--- src/rtl/core/twis_pkg.sv ---
// Package with the shared constants, types and states of the trie dictionary block.
package twis_pkg;

  localparam int NODES_DEF    = 1024;
  localparam int ALPHABET_DEF = 26;
  localparam int LETTER_W     = 5;

  typedef enum logic [1:0] {
    ST_IDLE,
    ST_LOOK,
    ST_MARK,
    ST_EMIT
  } state_t;

  // Control from the clearing sequencer to the memory write ports.
  typedef struct packed {
    logic active;
    logic mark_we;
  } clear_t;

endpackage

--- src/rtl/core/twis_clear.sv ---
// Clearing sequencer that sweeps the link and mark memories to zero after reset.
module twis_clear #(
  parameter int NODES = twis_pkg::NODES_DEF,
  parameter int TOTAL = twis_pkg::NODES_DEF * twis_pkg::ALPHABET_DEF
) (
  input  logic                     clk,
  input  logic                     rst,
  output twis_pkg::clear_t         ctl,
  output logic [$clog2(TOTAL)-1:0] addr
);

  localparam int AW = $clog2(TOTAL);

  logic          active;
  logic [AW-1:0] count;

  always_ff @(posedge clk) begin
    if (rst) begin
      active <= 1'b1;
      count  <= '0;
    end else if (active) begin
      if (count == AW'(TOTAL - 1)) begin
        active <= 1'b0;
      end else begin
        count <= count + AW'(1);
      end
    end
  end

  // The mark memory is shallower, so only the low part of the sweep writes it.
  assign ctl.active  = active;
  assign ctl.mark_we = active && (count < AW'(NODES));
  assign addr        = count;

endmodule

--- config.mk ---
export PLATFORM = sky130hd
export DESIGN_NAME = twis_clear
export DESIGN_NICKNAME = d
export VERILOG_FILES = /design/src/rtl/core/twis_pkg.sv /design/src/rtl/core/twis_clear.sv
export SDC_FILE = /design/constraint.sdc
export NUM_CORES = 1
export LEC_CHECK = 0
export ABC_AREA = 1
export BUFFER_PORTS_ARGS = -buffer_cell sky130_fd_sc_hd__clkbuf_2
export CORE_MARGIN = 3
export CORE_UTILIZATION = 35
export CTS_CLUSTER_SIZE = 8
export DETAILED_ROUTE_END_ITERATION = 10
export GPL_ROUTABILITY_DRIVEN = 0
export HOLD_SLACK_MARGIN = 0.08
export PLACE_DENSITY = 0.66
export SLEW_MARGIN = 40
export SYNTH_ARGS = -nofsm -noshare
export SYNTH_HDL_FRONTEND = slang
export SYNTH_SLANG_ARGS = --single-unit
--- constraint.sdc ---
create_clock -name clk -period 1.5 [get_ports clk]
set_clock_uncertainty 0.15 [all_clocks]
set_input_delay 0.3 -clock clk [delete_from_list [all_inputs] [get_ports clk]]
set_output_delay 0.3 -clock clk [all_outputs]
set_load 0.02 [all_outputs]
==> metrics.cfg <==
[setup_path]
crit_path_start_kind=flip-flop
crit_fanout=2
endpoint_kind=output pin
required_ps=1050
worstSetupPathType=reg -> out
critPathArrivalTime_ps=1120

[pwr]
p_per_area_nw_per_um2=494
peakVddDrop_mv=0.265
power_mw=0.744
leakage_nw=0.640

[sta]
fin_crit_sh_pct=105
finalSetupViolations=5
hold_ws_ps=157
tns_ps=-107
max_freq_ghz=0.635
finalHoldViolCount=0
slew_violations=0
min_period_ps=1570
fin_ws_ps=-74.7
rsz0062_at_grt=true
worstMarginPinSlew_ps=247
timing.slew.headroom_pct=83.5

[synthesis]
ys_warn_count=0
synth.avg_cell_area_um2=6.68
synth_compound_area_share_pct=10.2
synth.top_cell.area_share_pct=30.0
synth.top_cells.by_area=dfxtp_1 30%, nand2_1 15%, a21oi_2 7.4%
synth_fa_ha_area_share_pct=1.17
synth-seq-cells=16
synth_top_family_by_area=simple AND/OR/NAND/NOR gates
syn_area_um2=1070
syn_inst=160
yosysTopAreaCell=dfxtp_1
synth_mux_area_share_pct=0
synthXorXnorAreaFrac_pct=3.28
synth-seq-area-share_pct=30.0
synth.net_count=163
synth-simple-area-share_pct=46.4
synth.distinct_cells=23

[grt]
grt_pass1_vias=1032
grt_max_degree=11
grt.total_usage_pct=17.2
grt_pass1_wl_mm=4.74
overflow=0
antenna_found_initial=0

[floorplan]
io_pins=19
initial_core_util_pct=37.8
die_y_um=61.3
placeableCoreArea_um2=2830
die_x_um=61.3
die-area_um2=3750
rows=19

[place]
io_buffers=18
place_area_um2=1280
dp_hpwl_mm=2.01
dpl.cell_count=216

[route]
ant_nets=0
drc=0
wire_per_inst_um=13.1
drtPass1Iterations=4
finalWirelength_mm=3.03
drt_iter0_drc=99
viasPerCell=5.13
vias=1189

[run_status]
violations=negative setup slack
outcome=complete, but fails checks

[clock_network]
cts_made_buffers=3
cts-root-buf=clkbuf_4
cts.sinks=16
ctsHoldBuffers=0
path_clk_slew_ps=100
htreeDepth=1
clk_latency_ps=290
clock_path_buffers=2
cts_tree=built

[cells_and_area]
design_area_um2=1510
area_delta_synth_final_pct=41.1
diodes=0
drive_gt1_share_pct=52.2
final_nets=205
layout.cells.non_filler=232

[worst_hold_path]
hold_path.class=in -> reg

[run]
drv_cap=0

-- repair_timing --
action,4_1_cts,5_1_grt
setup buffers,8,3
resized for setup,18,25
setup endpoints to repair,14,16
pin swaps,2,9
cloned,1,0
-- layout make-up --
type,count,area (um2)
Timing Repair Buffer,41,283
Tap cell,31,38.8
Sequential cell,16,355
Fill cell,282,1320
Multi-Input combinational cell,126,749
Inverter,14,55.1
Clock buffer,4,26.3
-- registers in the layout (all words and copies together) (netlist names) --
name,count
active,1
addr,15
-- critical path, stage by stage (launching register included) --
cell and delay, ps:
dfxtp_4 350, inv_1 70, nand4_1 110, nor3_2 140, buf_4 170
-- path summary, 6_finish.rpt --
kind	slack, ps	endpoint	start	cells past startpoint
setup reg to reg	-20	addr[14]	addr[11]	8
setup / recovery	-70	ctl[0]	addr[14]	4
hold reg to reg	360	addr[4]	addr[4]	2
hold / removal	160	addr[7]	rst	2
-- synthesized netlist by cell type --
master,instances
a21oi_1,2
a21oi_2,9
and2_1,1
buf_12,1
buf_2,1
buf_4,2
clkbuf_1,1
dfxtp_1,16
ha_1,1
inv_1,12
inv_2,2
nand2_1,44
nand2_2,9
nand2_4,2
nand3_1,15
nand4_1,8
nor2_1,20
nor2_2,2
nor2_4,2
nor3_1,2
o21ai_0,4
xnor2_1,2
xor2_1,2
-- kinds of logic after synthesis --
family,Yosys count
XOR/XNOR,4
flip-flops,16
AND/OR/NAND/NOR,105
adder cells (fa/ha/maj),1
AO/OA/AOI/OAI,15
buffers and inverters,19
-- per-layer routing --
metal  up-vias  global-route usage [%]  wire length, um  share of wire [%]
met4         0                    6.50               46                1.5
li1        596                       -                -                  -
met1       550                    23.0             1400                 46
met5         -                       0                0                  0
met3         6                    3.98              151                5.0
met2        37                    26.7             1430                 47
-- placed cells by master, fill, tap and decap left out, drive strengths merged --
master  Yosys  final
inv        14     14
o21ai       4      4
buf         4     25
ha          1      1
a21oi      11     11
nor3        2      2
xor2        2      2
nor2       24     24
xnor2       2      2
clkbuf      1     20
nand3      15     15
nand4       8      8
nand2      55     56
and2        1      1
dfxtp      16     16
-- metrics by stage --
stage                     util [%]  worst slack (ps)
final                         53.3             -74.7
after global routing          53.3              -141
after detailed placement      45.2             -7.43
after floorplan                  -             -33.9
after global placement        45.2              11.3
after CTS                     50.2             -45.6
-- power breakdown --
group / total (mW) / internal (mW) / switching [mW]
Clock: 0.247 / 0.103 / 0.144
Combinational: 0.0627 / 0.0264 / 0.0363
Sequential: 0.434 / 0.423 / 0.0115
Note: power is estimated with default switching activity, not from simulation.
