**config.mk**
```make
export PLATFORM = sky130hd
export DESIGN_NAME = twis_ram
export DESIGN_NICKNAME = d
export VERILOG_FILES = /design/src/rtl/core/twis_ram.sv
export SDC_FILE = /design/constraint.sdc
export NUM_CORES = 2
export LEC_CHECK = 0
export BUFFER_PORTS_ARGS = -buffer_cell sky130_fd_sc_hd__buf_2
export CAP_MARGIN = 15
export CORE_MARGIN = 4
export CORE_UTILIZATION = 45
export CTS_CLUSTER_DIAMETER = 50
export DETAILED_ROUTE_END_ITERATION = 8
export PLACE_DENSITY = 0.63
export SLEW_MARGIN = 20
export SYNTH_ARGS = -nofsm -noshare
export SYNTH_HDL_FRONTEND = slang
export SYNTH_SLANG_ARGS = --single-unit
```
**constraint.sdc**
```tcl
create_clock -name clk -period 4.4 [get_ports clk]
set_input_delay 0.44 -clock clk [delete_from_list [all_inputs] [get_ports clk]]
set_output_delay 0.44 -clock clk [all_outputs]
set_load 0.1 [all_outputs]
```
**src/rtl/core/twis_ram.sv**
```systemverilog
// Generic single-write, single-read synchronous RAM with a registered read.
module twis_ram #(
  parameter int WIDTH = 8,
  parameter int DEPTH = 256
) (
  input  logic                     clk,
  input  logic                     we,
  input  logic [$clog2(DEPTH)-1:0] waddr,
  input  logic [WIDTH-1:0]         wdata,
  input  logic                     re,
  input  logic [$clog2(DEPTH)-1:0] raddr,
  output logic [WIDTH-1:0]         rdata
);

  logic [WIDTH-1:0] mem [DEPTH];

  always_ff @(posedge clk) begin
    if (we) begin
      mem[waddr] <= wdata;
    end
    if (re) begin
      rdata <= mem[raddr];
    end
  end

endmodule

```
==> results.ini <==
[drt]
wl_per_cell_um = 30.8
dr.pass1.iters = 6
drt_wl_total_mm = 197
drt_iter0_drc = 4885
ant_nets = 0
drc_errors = 0
vias = 39187
viasPerCell = 6.13

[critical_path]
reg2reg_from = mem[43][3]
cp_data_required_time_ns = 4.94
timing_worst_setup_path_type = input pin to register
crit_family = compound AO/OA/AOI/OAI gates
cp_slowest_cell = nor2b_1
crit_chain = buf_4 > buf_4 > nor2b_1 > a211oi_1 > a311oi_1 > o221ai_1 > a211oi_1 > nor4_1
critPathBufInv = 2
worstPathArrival_ns = 4.22
cp-end-kind = register
worst-r2r-cell-count = 6
r2r_end = rdata[3]
critPathMaxStageDelay_ns = 0.93
rrSetupSlack_ns = 1.29
cp-start-kind = input pin
critPathMaxFanout = 24

[sta]
setup_viol = 0
max_freq_mhz = 271
timing.final.crit_share_pct = 83.8
min_period_ns = 3.69
maxSlewHeadroom_pct = 21.7
clock_skew_ns = 0.0453
rsz0062_at_grt = false
worst_pin_slew_ns = 1.15
slew_violations = 0
timing_hold_violations_final = 0

[synthesis]
synthXorXnorAreaFrac_pct = 0
ys_types = 54
yosysTopAreaCellShare_pct = 77.5
synth_area_leaders = edfxtp_1, mux4_2, mux2i_1
synth-compound-area-share_pct = 3.42
synth_top_cell_by_area = edfxtp_1
ys.warnings.count = 0
synthArstFlopShare_pct = 0
synth_ff_type = edfxtp_1
synthSimpleGateAreaFrac_pct = 2.63
synth.area.mux_share_pct = 14.6
synthCells = 3733
synth_seq_cells = 2056
yosysMostFrequentCell = edfxtp_1
synthAdderAreaFrac_pct = 0
synth_edf_count = 2056
synth.avg_cell_area_um2 = 21.3
netlist_area_um2 = 79600
postSynthNetCount = 3760
ys_top_cells_by_count = edfxtp_1, mux4_2, nor2_1
ys_seq_area_share_pct = 77.5
synth_top_family_by_area = multiplexers

[grt]
grt_antenna_before_repair = 10
grt_pass1_vias = 38988
grt_max_degree = 155
overflow = 0
grt_pass1_wl_mm = 284
grtUsageTotal_pct = 21.2

[power]
pwr-share-clk_pct = 41.5
vdd_drop_max_mv = 0.374
p_seq_share_pct = 53.5
net-switching-power_mw = 8.76
powerDensity_nw_per_um2 = 452
switching_share_pct = 21.7
intPower_mw = 31.7
comb_power_share_pct = 5.0
p_leak_nw = 27.4
power_mw = 40.4

[die]
core_area_um2 = 176000
die_w_um = 429
placementRows = 154
initial_core_util_pct = 45.2
ios = 35
dieArea_um2 = 184000
die_h_um = 429

[min_path]
hold_start = wdata[0]
worstHoldPathType = input pin to register
hold_end = mem[31][0]
hold_depth = 1

[clock_tree]
cts_root_buffer = clkbuf_16
clk_latency_ns = 0.83
cts_tree = done
cts_sinks = 2056
numCtsBuffers = 207
cts.htree.levels = 4
cts.clk_slew.worst_paths_ns = 0.06
clock_tree.buffer_depth = 3

[job]
drv_cap = 0

[cells_and_area]
fin_area_um2 = 89400
syn_to_final_growth_pct = 12.3
drive_above_1_share_pct = 23.1
fin_nets = 3911
fin_util_pct = 50.8

[placed_design]
post-dp-hpwl_mm = 120
place_congestion = 0.825
place_area_um2 = 82900
portBuffers = 34

[status]
status = complete, no violations

[stage by stage]
step | worst slack, ns | TNS (ns) | hold slack (ns) | cells
2_1_floorplan | 1.88 | 0 | 0.539 | 3733
3_3_place_gp | -0.151 | -0.180 | 0.875 | 6014
3_5_place_dp | -0.138 | -0.153 | 0.871 | 6014
4_1_cts | 0.750 | 0 | 0.0354 | 6388
5_1_grt | 0.780 | 0 | 0.0863 | 6389
6_report | 0.713 | 0 | 0.103 | 6390
[worst reg2reg max path: stages, from the launching register on]
cell,delay (ns)
edfxtp_1,0.35
mux4_2,0.46
nand2b_1,0.17
a311oi_1,0.56
o221ai_1,0.40
a211oi_1,0.80
nor4_1,0.08
[worst max path at each step]
stage	start	end	cells after the start
finish	raddr[3]	rdata[5]	8
global route	raddr[3]	rdata[5]	8
CTS	raddr[3]	rdata[5]	8
detailed placement	raddr[3]	rdata[5]	8
global placement	raddr[3]	rdata[5]	8
floorplan	raddr[0]	rdata[2]	9
[kinds of logic after synthesis]
logic type,Yosys count
flops,2056
compound gates,385
buf+inv,235
mux,591
simple gates,466
[flip-flops by register name, summed over array words and instances, names as in the netlist]
name,flops
mem,2048
rdata,8
[placed cells by master, fill, tap and decap left out, types with 5 or more instances in the layout]
| master | count |
|---|---|
| clkinv_2 | 39 |
| buf_8 | 9 |
| nor2b_1 | 28 |
| bufinv_16 | 12 |
| clkinvlp_4 | 8 |
| mux4_2 | 454 |
| buf_12 | 33 |
| a21oi_1 | 96 |
| nor4_1 | 23 |
| a22oi_1 | 133 |
| buf_4 | 109 |
| buf_2 | 22 |
| mux2i_1 | 134 |
| o221ai_1 | 46 |
| o21ai_0 | 10 |
| nor2_1 | 279 |
| clkbuf_16 | 208 |
| and2_1 | 6 |
| clkinv_16 | 5 |
| nor3_1 | 22 |
| o22a_1 | 5 |
| a211oi_1 | 16 |
| o22ai_1 | 28 |
| nand3_1 | 31 |
| a22o_1 | 8 |
| edfxtp_1 | 2056 |
| o211ai_1 | 10 |
| nand4_1 | 10 |
| a221oi_1 | 13 |
| nand2_1 | 33 |
| clkinv_1 | 51 |
| clkbuf_1 | 38 |
| nand2b_1 | 8 |
| inv_6 | 6 |
[power by group through the flow]
stage	sequential (mW)	clock [mW]	combinational, mW
after floorplan	22.1	0	1.05
after global placement	22.0	0	2.03
after detailed placement	22.0	0	2.05
after CTS	21.6	17.0	2.05
after global routing	21.6	17.9	2.14
final	21.6	16.8	2.04
[routing by layer]
layer | vias up | global-route usage, % | part of all wire, % | wire (µm)
met3 | 316 | 4.04 | 8.4 | 16600
li1 | 16012 | - | - | -
met5 | - | 0 | 0.0066 | 13
met2 | 1894 | 32.7 | 48 | 93600
met1 | 20963 | 31.1 | 41 | 80800
met4 | 2 | 6.52 | 2.9 | 5620
[final cells by class]
| class | count | area (µm²) |
|---|---|---|
| diodes | 2 | 5.00 |
| clock buffers | 246 | 5350 |
| clock inverters | 127 | 1110 |
| fillers | 13899 | 86700 |
| inverters | 2 | 7.51 |
| multi-input cells | 1442 | 16500 |
| flip-flops and latches | 2056 | 61700 |
| well taps | 2340 | 2930 |
| repair buffers | 175 | 1750 |
[repair_timing]
item | 4_1_cts | 5_1_grt
hold endpoints to repair | 8 | 0
hold buffers | 1 | 0
setup buffers | 0 | 0
resized for setup | 0 | 0
Note: power is estimated with default switching activity, not from simulation.
